[config.mk]
export PLATFORM = sky130hd
export DESIGN_NAME = weather_sensor_pulse_decoder_top
export DESIGN_NICKNAME = d
export VERILOG_FILES = /design/src/sv/wspd_pkg.sv /design/src/sv/wspd_alu.sv /design/src/sv/wspd_core.sv /design/src/sv/weather_sensor_pulse_decoder_top.sv
export SDC_FILE = /design/constraint.sdc
export NUM_CORES = 1
export LEC_CHECK = 0
export BUFFER_PORTS_ARGS = -buffer_cell sky130_fd_sc_hd__buf_2
export CAP_MARGIN = 20
export CORE_MARGIN = 2
export CORE_UTILIZATION = 30
export DETAILED_ROUTE_END_ITERATION = 10
export GPL_TIMING_DRIVEN = 1
export PLACE_DENSITY = 0.47
export SYNTH_ARGS = -nofsm -noshare
export SYNTH_HDL_FRONTEND = slang
export SYNTH_SLANG_ARGS = --single-unit
[constraint.sdc]
create_clock -name clk -period 14.4 [get_ports clk]
set_input_delay 1.44 -clock clk [delete_from_list [all_inputs] [get_ports clk]]
set_output_delay 1.44 -clock clk [all_outputs]
set_load 0.01 [all_outputs]
[src/sv/wspd_pkg.sv]
// Shared types and constants for the weather sensor pulse decoder.
// No dependencies; imported by the ALU, the core and the top level.
`default_nettype none

package wspd_pkg;

  // Field widths fixed by the sensor format
  localparam int GAP_W    = 16;
  localparam int TEMP_W   = 9;
  localparam int HUM_W    = 8;
  localparam int WIN_COUNT = 4;
  localparam int CFG_IDX_W = 3;

  // Parameter defaults
  localparam int FRAME_NIBBLES_DEF  = 10;
  localparam int HISTORY_FRAMES_DEF = 3;
  localparam int BUFFER_NIBBLES_DEF = 20;
  localparam int VALID_HOLD_DEF     = 73529;

  // Configuration register indexes
  localparam logic [CFG_IDX_W-1:0] CFG_DIVIDER_LOW  = 3'd0;
  localparam logic [CFG_IDX_W-1:0] CFG_DIVIDER_HIGH = 3'd1;
  localparam logic [CFG_IDX_W-1:0] CFG_ZERO_LOW     = 3'd2;
  localparam logic [CFG_IDX_W-1:0] CFG_ZERO_HIGH    = 3'd3;
  localparam logic [CFG_IDX_W-1:0] CFG_ONE_LOW      = 3'd4;
  localparam logic [CFG_IDX_W-1:0] CFG_ONE_HIGH     = 3'd5;
  localparam logic [CFG_IDX_W-1:0] CFG_SYNC_LOW     = 3'd6;
  localparam logic [CFG_IDX_W-1:0] CFG_SYNC_HIGH    = 3'd7;

  // Window slots, in test order
  localparam logic [1:0] WIN_DIVIDER = 2'd0;
  localparam logic [1:0] WIN_ZERO    = 2'd1;
  localparam logic [1:0] WIN_ONE     = 2'd2;
  localparam logic [1:0] WIN_SYNC    = 2'd3;

  // Temperature conversion constants
  localparam logic [11:0] F_OFFSET = 12'd320;   // 32.0 F in tenths
  localparam int          T_OFFSET = 500;       // 50.0 degree offset in tenths
  localparam logic [15:0] MUL_5    = 16'd5;
  localparam logic [15:0] RECIP_9  = 16'd7282;  // ceil(2^16 / 9)
  localparam logic [15:0] RECIP_10 = 16'd6554;  // ceil(2^16 / 10)

  typedef enum logic {
    ALU_WIN,   // lo < a < hi
    ALU_MUL    // a * b
  } alu_op_t;

  typedef struct packed {
    alu_op_t          op;
    logic [GAP_W-1:0] a;
    logic [GAP_W-1:0] b;
    logic [GAP_W-1:0] c;
  } alu_req_t;

  typedef struct packed {
    logic [2*GAP_W-1:0] prod;
    logic               hit;
  } alu_rsp_t;

  typedef struct packed {
    logic [WIN_COUNT-1:0][GAP_W-1:0] lo;
    logic [WIN_COUNT-1:0][GAP_W-1:0] hi;
  } cfg_t;

  typedef struct packed {
    logic ready;
    logic res_valid;
  } core_stat_t;

  typedef struct packed {
    logic [TEMP_W-1:0] temperature_c;
    logic [HUM_W-1:0]  humidity_pct;
    logic              reading_valid;
    logic              frame_accepted;
  } result_t;

endpackage

`default_nettype wire

[src/sv/wspd_alu.sv]
// Shared arithmetic unit: window compare or 16x16 multiply.
// Depends on wspd_pkg for the request and response types.
`default_nettype none

module wspd_alu
  import wspd_pkg::*;
(
  input  alu_req_t req,
  output alu_rsp_t rsp
);

  // One compare pair and one multiplier, selected by the opcode
  always_comb begin
    rsp.prod = '0;
    rsp.hit  = 1'b0;
    unique case (req.op)
      ALU_WIN: rsp.hit  = (req.a > req.b) && (req.a < req.c);
      ALU_MUL: rsp.prod = req.a * req.b;
    endcase
  end

endmodule

`default_nettype wire

[src/sv/wspd_core.sv]
// Decoder sequencer: gap classification, frame assembly, history check
// and temperature conversion on the shared ALU. Depends on wspd_pkg, wspd_alu.
`default_nettype none

module wspd_core
  import wspd_pkg::*;
#(
  parameter int FRAME_NIBBLES  = FRAME_NIBBLES_DEF,
  parameter int HISTORY_FRAMES = HISTORY_FRAMES_DEF,
  parameter int BUFFER_NIBBLES = BUFFER_NIBBLES_DEF,
  parameter int VALID_HOLD     = VALID_HOLD_DEF
) (
  input  logic             clk,
  input  logic             rst,
  input  logic             start,
  input  logic             in_action,
  input  logic [GAP_W-1:0] in_gap,
  input  cfg_t             cfg,
  input  logic             out_free,
  output core_stat_t       stat,
  output result_t          res
);

  localparam int NIW  = $clog2(BUFFER_NIBBLES);
  localparam int BCW  = NIW + 2;
  localparam int CDW  = $clog2(VALID_HOLD + 1);
  localparam int ROWW = FRAME_NIBBLES * 4;
  localparam logic [NIW-1:0] NIBBLE_CAP = NIW'(BUFFER_NIBBLES - 1);
  localparam logic [NIW-1:0] FRAME_CNT  = NIW'(FRAME_NIBBLES);

  typedef enum logic [3:0] {
    ST_IDLE, ST_CLS, ST_APPLY, ST_SHIFT, ST_CMP,
    ST_M1, ST_M2, ST_TADJ, ST_M3, ST_FIN, ST_DONE
  } state_t;

  typedef enum logic [1:0] {
    MODE_SYNC, MODE_ZERO1, MODE_ZERO2, MODE_DATA
  } mode_t;

  typedef enum logic [2:0] {
    GAP_UNKNOWN, GAP_DIVIDER, GAP_ZERO, GAP_ONE, GAP_SYNC
  } gap_t;

  state_t            state;
  mode_t             frame_mode;
  gap_t              gap_type;
  logic [1:0]        win;
  logic [GAP_W-1:0]  gap;
  logic [3:0]        nibble_shift;
  logic [BCW-1:0]    bit_count;
  logic [3:0]        frame_nibbles [BUFFER_NIBBLES];
  logic [ROWW-1:0]   frame_history [HISTORY_FRAMES];
  logic [TEMP_W-1:0] held_temperature;
  logic [HUM_W-1:0]  held_humidity;
  logic [CDW-1:0]    valid_countdown;
  logic              accepted;

  // Temperature datapath registers
  logic              xneg;
  logic [11:0]       absx;
  logic [14:0]       ax5;
  logic [11:0]       q9;
  logic              tneg;
  logic [10:0]       at;
  logic [7:0]        q10;

  alu_req_t alu_req;
  alu_rsp_t alu_rsp;

  wspd_alu u_alu (
    .req (alu_req),
    .rsp (alu_rsp)
  );

  // ALU operand selection per step
  always_comb begin
    alu_req = '{op: ALU_WIN, a: '0, b: '0, c: '0};
    unique case (state)
      ST_CLS: alu_req = '{op: ALU_WIN, a: gap, b: cfg.lo[win], c: cfg.hi[win]};
      ST_M1:  alu_req = '{op: ALU_MUL, a: {4'b0, absx}, b: MUL_5, c: '0};
      ST_M2:  alu_req = '{op: ALU_MUL, a: {1'b0, ax5}, b: RECIP_9, c: '0};
      ST_M3:  alu_req = '{op: ALU_MUL, a: {5'b0, at}, b: RECIP_10, c: '0};
      default: alu_req = '{op: ALU_WIN, a: '0, b: '0, c: '0};
    endcase
  end

  // Bit push: next shift value, count and nibble buffer write
  logic [3:0]     shift_next;
  logic [BCW-1:0] count_next;
  logic           push_ok;
  logic           buf_we;
  logic [NIW-1:0] buf_idx;

  always_comb begin
    push_ok    = bit_count[BCW-1:2] < NIBBLE_CAP;
    shift_next = {nibble_shift[2:0], (gap_type == GAP_ONE)};
    count_next = bit_count + BCW'(1);
    buf_idx    = count_next[BCW-1:2] - NIW'(1);
    buf_we     = (state == ST_APPLY) && (frame_mode == MODE_DATA) &&
                 (gap_type == GAP_ZERO || gap_type == GAP_ONE) &&
                 push_ok && (count_next[1:0] == 2'b00);
  end

  // Frame row from the nibble buffer, lowest nibble first, and the history match
  logic [ROWW-1:0] frame_row;
  logic            hist_match;

  always_comb begin
    frame_row = '0;
    for (int m = 0; m < FRAME_NIBBLES; m++) begin
      if (m < BUFFER_NIBBLES) frame_row[4*m +: 4] = frame_nibbles[NIW'(m)];
    end
    hist_match = 1'b1;
    for (int n = 1; n < HISTORY_FRAMES; n++) begin
      if (frame_history[n] != frame_history[0]) hist_match = 1'b0;
    end
  end

  // Window slot to gap kind
  gap_t win_type;
  always_comb begin
    unique case (win)
      WIN_DIVIDER: win_type = GAP_DIVIDER;
      WIN_ZERO:    win_type = GAP_ZERO;
      WIN_ONE:     win_type = GAP_ONE;
      WIN_SYNC:    win_type = GAP_SYNC;
    endcase
  end

  // Temperature arithmetic between multiplies
  logic [11:0]        f_val;
  logic signed [13:0] q9s;
  logic signed [13:0] t_val;
  logic [10:0]        prod10;
  logic [10:0]        rem;
  logic [8:0]         mag;

  always_comb begin
    f_val  = {frame_nibbles[5], frame_nibbles[4], frame_nibbles[3]};
    q9s    = $signed({2'b00, q9});
    if (xneg) q9s = -q9s;
    t_val  = q9s - 14'(T_OFFSET);
    prod10 = {q10, 3'b000} + {2'b00, q10, 1'b0};
    rem    = at - prod10;
    mag    = {1'b0, q10} + 9'(rem >= 11'd5);
  end

  // Nibble buffer, no reset
  always_ff @(posedge clk) begin
    if (buf_we) frame_nibbles[buf_idx] <= shift_next;
  end

  // Sequencer, mode machine and held results
  always_ff @(posedge clk) begin
    if (rst) begin
      state            <= ST_IDLE;
      frame_mode       <= MODE_SYNC;
      nibble_shift     <= '0;
      bit_count        <= '0;
      held_temperature <= '0;
      held_humidity    <= '0;
      valid_countdown  <= '0;
      accepted         <= 1'b0;
      win              <= '0;
      gap_type         <= GAP_UNKNOWN;
      for (int n = 0; n < HISTORY_FRAMES; n++) frame_history[n] <= '0;
    end else begin
      unique case (state)
        ST_IDLE: begin
          if (start) begin
            accepted <= 1'b0;
            gap      <= in_gap;
            win      <= WIN_DIVIDER;
            if (in_action) begin
              if (valid_countdown != '0) valid_countdown <= valid_countdown - CDW'(1);
              state <= ST_DONE;
            end else begin
              state <= ST_CLS;
            end
          end
        end

        // One window per cycle, first hit wins
        ST_CLS: begin
          if (alu_rsp.hit) begin
            gap_type <= win_type;
            state    <= ST_APPLY;
          end else if (win == WIN_SYNC) begin
            gap_type <= GAP_UNKNOWN;
            state    <= ST_APPLY;
          end else begin
            win <= win + 2'd1;
          end
        end

        ST_APPLY: begin
          state <= ST_DONE;
          priority if (gap_type == GAP_UNKNOWN) begin
            frame_mode <= MODE_SYNC; bit_count <= '0; nibble_shift <= '0;
          end else if (gap_type == GAP_DIVIDER) begin
            // dividers are ignored
          end else if (frame_mode == MODE_SYNC) begin
            if (gap_type == GAP_SYNC) frame_mode <= MODE_ZERO1;
            else begin
              bit_count <= '0; nibble_shift <= '0;
            end
          end else if (frame_mode == MODE_ZERO1 || frame_mode == MODE_ZERO2) begin
            if (gap_type == GAP_SYNC && frame_mode == MODE_ZERO1) begin
              // repeated sync
            end else if (gap_type == GAP_ZERO) begin
              frame_mode <= (frame_mode == MODE_ZERO1) ? MODE_ZERO2 : MODE_DATA;
            end else begin
              frame_mode <= MODE_SYNC; bit_count <= '0; nibble_shift <= '0;
            end
          end else begin
            if (gap_type == GAP_SYNC) begin
              if (bit_count[BCW-1:2] == FRAME_CNT) state <= ST_SHIFT;
              else begin
                frame_mode <= MODE_SYNC; bit_count <= '0; nibble_shift <= '0;
              end
            end else if (push_ok) begin
              bit_count    <= count_next;
              nibble_shift <= (count_next[1:0] == 2'b00) ? 4'd0 : shift_next;
            end
          end
        end

        // Age the history and append the new frame
        ST_SHIFT: begin
          for (int n = 0; n < HISTORY_FRAMES - 1; n++)
            frame_history[n] <= frame_history[n + 1];
          frame_history[HISTORY_FRAMES - 1] <= frame_row;
          state <= ST_CMP;
        end

        ST_CMP: begin
          if (hist_match) begin
            held_humidity <= {frame_nibbles[7], frame_nibbles[6]};
            xneg  <= f_val < F_OFFSET;
            absx  <= (f_val < F_OFFSET) ? (F_OFFSET - f_val) : (f_val - F_OFFSET);
            state <= ST_M1;
          end else begin
            frame_mode <= MODE_SYNC; bit_count <= '0; nibble_shift <= '0;
            state      <= ST_DONE;
          end
        end

        ST_M1: begin
          ax5   <= alu_rsp.prod[14:0];
          state <= ST_M2;
        end

        // Truncating divide by 9 via reciprocal
        ST_M2: begin
          q9    <= alu_rsp.prod[27:16];
          state <= ST_TADJ;
        end

        ST_TADJ: begin
          tneg  <= t_val < 0;
          at    <= (t_val < 0) ? 11'(-t_val) : 11'(t_val);
          state <= ST_M3;
        end

        // Truncating divide by 10 via reciprocal
        ST_M3: begin
          q10   <= alu_rsp.prod[23:16];
          state <= ST_FIN;
        end

        ST_FIN: begin
          held_temperature <= tneg ? -mag : mag;
          valid_countdown  <= CDW'(VALID_HOLD);
          accepted         <= 1'b1;
          frame_mode       <= MODE_SYNC;
          bit_count        <= '0;
          nibble_shift     <= '0;
          state            <= ST_DONE;
        end

        ST_DONE: begin
          if (out_free) state <= ST_IDLE;
        end

        default: state <= ST_IDLE;
      endcase
    end
  end

  assign stat.ready     = (state == ST_IDLE);
  assign stat.res_valid = (state == ST_DONE);

  assign res.temperature_c  = held_temperature;
  assign res.humidity_pct   = held_humidity;
  assign res.reading_valid  = (valid_countdown != '0);
  assign res.frame_accepted = accepted;

  // A started item keeps the core busy
  a_busy_after_start: assert property (@(posedge clk) disable iff (rst)
    (start && stat.ready) |=> !stat.ready)
    else $error("core ready right after start");

  // A confirmed frame always leaves the reading valid
  a_accept_valid: assert property (@(posedge clk) disable iff (rst)
    (stat.res_valid && res.frame_accepted) |-> res.reading_valid)
    else $error("accepted frame without valid reading");

  // Bits only collect in data mode
  a_bits_clear: assert property (@(posedge clk) disable iff (rst)
    (frame_mode != MODE_DATA) |-> (bit_count == '0 && nibble_shift == '0))
    else $error("bits held outside data mode");

  // Bit count never passes the buffer cap
  a_bit_cap: assert property (@(posedge clk) disable iff (rst)
    bit_count[BCW-1:2] <= NIBBLE_CAP)
    else $error("bit count past cap");

endmodule

`default_nettype wire

[src/sv/weather_sensor_pulse_decoder_top.sv]
// Weather sensor pulse decoder: stream channels, configuration registers
// and output register around the core. Depends on wspd_pkg, wspd_core.
//
// Usage:
//   Slave stream: s_tdata carries a measured gap length, s_tuser selects a
//   gap (0) or a validity tick (1). Master stream: one result per input
//   transfer with the held temperature, humidity, validity and a flag that
//   marks a freshly confirmed reading.
//   Path to the output register: a tick goes straight to the handoff; a gap
//   takes window compares on the shared ALU, one per cycle, a mode step and
//   the handoff; a closing sync that confirms a frame adds history shift,
//   compare, three multiplies and rounding. s_tready rises at the edge that
//   loads the output register, so the core takes one item at a time. The
//   output register parts both sides: the core may take the next item while
//   a result waits; if the receiver stalls, the core holds its finished
//   result and s_tready stays low until the register frees. Configuration
//   writes via cfg_we/cfg_index/cfg_wdata, only while idle: a rule for the
//   user, not enforced by the block. Synchronous reset restores the default
//   windows, clears the frame history, the held reading and the countdown.
`default_nettype none

module weather_sensor_pulse_decoder_top
  import wspd_pkg::*;
#(
  parameter int FRAME_NIBBLES  = FRAME_NIBBLES_DEF,
  parameter int HISTORY_FRAMES = HISTORY_FRAMES_DEF,
  parameter int BUFFER_NIBBLES = BUFFER_NIBBLES_DEF,
  parameter int VALID_HOLD     = VALID_HOLD_DEF
) (
  input  logic                 clk,
  input  logic                 rst,
  input  logic                 s_tvalid,
  output logic                 s_tready,
  input  logic [15:0]          s_tdata,   // [15:0] gap_length
  input  logic                 s_tuser,   // [0] action
  output logic                 m_tvalid,
  input  logic                 m_tready,
  output logic [23:0]          m_tdata,   // [8:0] temperature_c, [16:9] humidity_pct,
                                          // [17] reading_valid, [23:18] zero
  output logic                 m_tuser,   // [0] frame_accepted
  input  logic                 cfg_we,
  input  logic [CFG_IDX_W-1:0] cfg_index,
  input  logic [GAP_W-1:0]     cfg_wdata
);

  cfg_t       cfg;
  core_stat_t stat;
  result_t    res;
  logic       out_free;
  logic       start;

  // Configuration registers
  always_ff @(posedge clk) begin
    if (rst) begin
      cfg.lo[WIN_DIVIDER] <= 16'd3;
      cfg.hi[WIN_DIVIDER] <= 16'd24;
      cfg.lo[WIN_ZERO]    <= 16'd38;
      cfg.hi[WIN_ZERO]    <= 16'd88;
      cfg.lo[WIN_ONE]     <= 16'd95;
      cfg.hi[WIN_ONE]     <= 16'd159;
      cfg.lo[WIN_SYNC]    <= 16'd209;
      cfg.hi[WIN_SYNC]    <= 16'd301;
    end else if (cfg_we) begin
      unique case (cfg_index)
        CFG_DIVIDER_LOW:  cfg.lo[WIN_DIVIDER] <= cfg_wdata;
        CFG_DIVIDER_HIGH: cfg.hi[WIN_DIVIDER] <= cfg_wdata;
        CFG_ZERO_LOW:     cfg.lo[WIN_ZERO]    <= cfg_wdata;
        CFG_ZERO_HIGH:    cfg.hi[WIN_ZERO]    <= cfg_wdata;
        CFG_ONE_LOW:      cfg.lo[WIN_ONE]     <= cfg_wdata;
        CFG_ONE_HIGH:     cfg.hi[WIN_ONE]     <= cfg_wdata;
        CFG_SYNC_LOW:     cfg.lo[WIN_SYNC]    <= cfg_wdata;
        CFG_SYNC_HIGH:    cfg.hi[WIN_SYNC]    <= cfg_wdata;
      endcase
    end
  end

  assign s_tready = stat.ready;
  assign start    = s_tvalid && stat.ready;
  assign out_free = !m_tvalid || m_tready;

  wspd_core #(
    .FRAME_NIBBLES  (FRAME_NIBBLES),
    .HISTORY_FRAMES (HISTORY_FRAMES),
    .BUFFER_NIBBLES (BUFFER_NIBBLES),
    .VALID_HOLD     (VALID_HOLD)
  ) u_core (
    .clk       (clk),
    .rst       (rst),
    .start     (start),
    .in_action (s_tuser),
    .in_gap    (s_tdata),
    .cfg       (cfg),
    .out_free  (out_free),
    .stat      (stat),
    .res       (res)
  );

  // Output register
  always_ff @(posedge clk) begin
    if (rst) begin
      m_tvalid <= 1'b0;
    end else if (out_free) begin
      m_tvalid <= stat.res_valid;
    end
  end

  always_ff @(posedge clk) begin
    if (out_free && stat.res_valid) begin
      m_tdata <= {6'b0, res.reading_valid, res.humidity_pct, res.temperature_c};
      m_tuser <= res.frame_accepted;
    end
  end

endmodule

`default_nettype wire
==> summary.txt <==
Worst setup path
  – Worst setup path startpoint: u_core.state[0]
  – Critical path peak fanout: 47
  – FF-to-FF setup slack: approximately 5.4 ns
  – Startpoint types: register
  – Worst r2r src: u_core.state[0]
  – Reg2reg end: u_core.q9[8]
  – Worst-case reg-to-reg path depth: 23
  – Crit. End Element: register
  – Data arrival time of the worst path: around 9.4 ns
  – Setup crit end: u_core.q9[8]
  – WS Path Type: reg -> reg
  – CP Data Required Time: 14.77 ns

STA
  – Final hold slack: between 0.4 and 0.5 ns
  – Setup tns final: 0 ns
  – Clock skew: ~0.028 ns
  – Final setup viols: 0
  – Max Fclk: ~110 MHz
  – Final Hold Fails: 0
  – Slew HR: 0.261
  – RSZ-0062 raised after global routing: false
  – Fin crit period: ~9 ns
  – Pin slew with the least headroom to its limit: ~1.1 ns
  – PnR worst setup slack: roughly 5.4 ns
  – Final worst-path cycle share: 0.627
  – Final Max Slew Viols: 0

Place
  – Placed Cells: approximately 4200
  – Detail Placement HPWL: 60.7 mm
  – # port buffers: 61
  – Pre-CTS setup slack: about 5.2 ns
  – Gpl congestion: 0.902

Drt
  – Drt pass-1 iters: 5
  – Vias/cell: approximately 4.8
  – Via count: just over 20000
  – Remaining DRCs: 0
  – ANT nets after route: 0
  – Routed wire per std cell: 18.9 um
  – DR iter-0 viols: 1568
  – Final wirelength: 81.6 mm

Clocking
  – H-tree Lvls: 2
  – Clk sink count: 440
  – Post-CTS resize count: 0
  – Hold Buf Count CTS: 0
  – Root buf cell: clkbuf_16
  – TritonCTS clock tree: done
  – Clock-pin slew on the worst setup and hold paths: around 0.060 ns
  – Clock latency at the later pin of the worst-skew pair: 0.64 ns
  – Clock buffer depth: 3
  – Post-CTS setup buffer count: 0
  – Total CTS buffers: between 50 and 60

Job
  – Maxcap violations: 0

Floorplan
  – Row cnt: around 110
  – Ports: just under 70
  – Core box area: 0.0963 mm2
  – Die outline width: about 310 um
  – DIE AREA: about 0.099 mm2
  – Die Y: approximately 310 um
  – Initial Utilization: 0.301

Cells and area
  – Final Util: 0.338
  – Area grow syn2layout: 12.1%
  – Non-Filler Instances: between 4000 and 5000
  – Fill cells: roughly 10000
  – Antenna cell count: 0
  – Final nets: between 3000 and 4000
  – Layout cells sized above 1: 0.0866

Global routing
  – Grt met1 use: 0.237
  – Pin count of the biggest net entering global routing: approximately 110
  – Vias in the first global route: 20800
  – Busiest layer in global routing: met2
  – Total gr overflow: 0
  – GR Util met2: 0.261
  – Total GRT Usage: 0.167
  – Met3 Use GR: 0.0238
  – First-pass GRT wire length: approximately 130 mm
  – Initial antenna violation count: 2

Yosys
  – Seq cells post-synth: 440
  – Yosys warns: 0
  – Ys flop type: edfxtp_1
  – Synth area leaders: edfxtp_1 (26%), fa_1 (13%), dfxtp_1 (13%), ha_1 (6.9%), nand2_1 (6.0%)
  – Area leader, netlist: edfxtp_1
  – Sequential cell area fraction in the yosys report: 0.392
  – FFs w/ async S/R, synth: 0
  – Synthesized area per cell: 9.73 um2
  – Syn Std Cell Area: 0.0290 mm2
  – Count of flip-flops with a built-in enable after synthesis: around 260
  – Synth top area share: 0.264
  – Unique cell type count in the Yosys netlist: 92
  – Syn Inst Count: roughly 3000

Min path
  – Hold Path Class: reg -> reg
  – Worst Hold Launch: u_core.held_humidity[3]

Power
  – Max VDD drop: about 0.095 mV
  – Static Leak: between 10 and 15 nW
  – P per Cell Area: ~130 mW/mm2

Status
  – Status: finished, final reports clean
per-layer routing:
layer | share of wire | vias to the layer above | wire (um)
met3 | 0.048 | 117 | 3890
met1 | 0.48 | 10100 | 38800
li1 | - | 9981 | -
met5 | 0.00016 | - | 13
met4 | 0.031 | 2 | 2550
met2 | 0.45 | 439 | 36400
synth_stat cells, types with 15 or more instances:
cell,number
a21oi_1,188
inv_1,291
nor2_1,248
buf_2,15
nor3_1,53
xnor2_1,113
clkbuf_2,16
xor2_1,33
ha_1,159
a21o_1,16
and3_1,24
fa_1,195
and2_1,134
nor2b_1,24
a22oi_1,23
mux4_2,28
nand3_1,76
mux2i_1,23
clkbuf_1,95
dfxtp_1,185
nand4_1,26
o21ai_0,44
edfxtp_1,255
nor4_1,18
nand2_1,467
worst min path at each step:
stage / end / slack [ns] / depth (start not counted)
after floorplan: m_tdata[8] / 0.40 / 0
after global placement: m_tdata[14] / 0.41 / 0
after detailed placement: m_tdata[12] / 0.42 / 0
after CTS: m_tdata[12] / 0.43 / 0
after global routing: m_tdata[11] / 0.44 / 0
final: m_tdata[12] / 0.43 / 0
sequential cells by signal, summed over array words and instances, names as in the netlist, 9 cells and up:
name / count
u_core.q9: 12
u_core.ax5: 15
u_core.gap: 16
u_core.frame_nibbles: 40
cfg: 128
m_tdata: 18
u_core.at: 11
u_core.frame_history: 120
u_core.valid_countdown: 17
u_core.absx: 12
u_core.held_temperature: 9
worst max-delay path: stages, from the launching register on:
cell,delay [ns]
dfxtp_1,0.91
nor4b_4,0.79
buf_4,0.58
a22oi_1,0.16
and2_1,0.28
clkinv_1,0.28
nand2_1,0.13
fa_1,0.59
fa_1,0.44
fa_1,0.51
inv_1,0.05
fa_1,0.46
fa_1,0.54
inv_1,0.05
fa_1,0.53
inv_1,0.04
ha_1,0.36
a21oi_1,0.27
nand3_1,0.10
nor3_1,0.41
nor3_1,0.15
o41a_1,0.46
a41oi_1,0.27
mux2_2,0.36
cells by family after synthesis:
| logic type | after synthesis | share of synthesized area |
|---|---|---|
| AOI/OAI and AO/OA | 382 | 0.0816 |
| buffers and inverters | 452 | 0.0614 |
| adders and majority gates | 354 | 0.203 |
| and+or+nand+nor | 1145 | 0.184 |
| other | 1 | 0.000129 |
| xor gates and xnor gates | 147 | 0.0449 |
| DFF | 440 | 0.392 |
| muxes | 58 | 0.0324 |
through the flow:
stage          instance area, um2  total power, mW
3_3_place_gp                30600             2.78
4_1_cts                     32500             4.20
5_1_grt                     32500             4.41
2_1_floorplan               29000             2.40
6_report                    32500             4.15
3_5_place_dp                30600             2.78
power breakdown:
| part | switching (mW) | total (mW) | leakage, nW | internal, mW |
|---|---|---|---|---|
| clock network | 0.568 | 1.40 | 0.914 | 0.828 |
| logic | 0.814 | 1.25 | 8.00 | 0.435 |
| registers | 0.0800 | 1.50 | 4.04 | 1.42 |
| total | 1.46 | 4.15 | 13.0 | 2.69 |
layout by cell type, fill, tap and decap left out, types with 43 or more instances in the layout:
master	n
nor3_1	47
edfxtp_1	255
clkbuf_16	54
nor2_1	243
dfxtp_1	183
a21oi_1	187
inv_1	291
nand2_1	467
buf_2	60
ha_1	159
o21ai_0	43
xnor2_1	113
and2_1	134
nand3_1	76
fa_1	195
layout make-up:
class	count	area (um2)	share of cell area
multi-input cells	2092	16000	0.491
clock inverters	21	255	0.00785
repair buffers	96	574	0.0177
inverters	309	1160	0.0358
well taps	1276	1600	0.0491
flip-flops and latches	440	11400	0.350
clock buffers	79	1600	0.0491
Power figures use the tool's default switching activity.
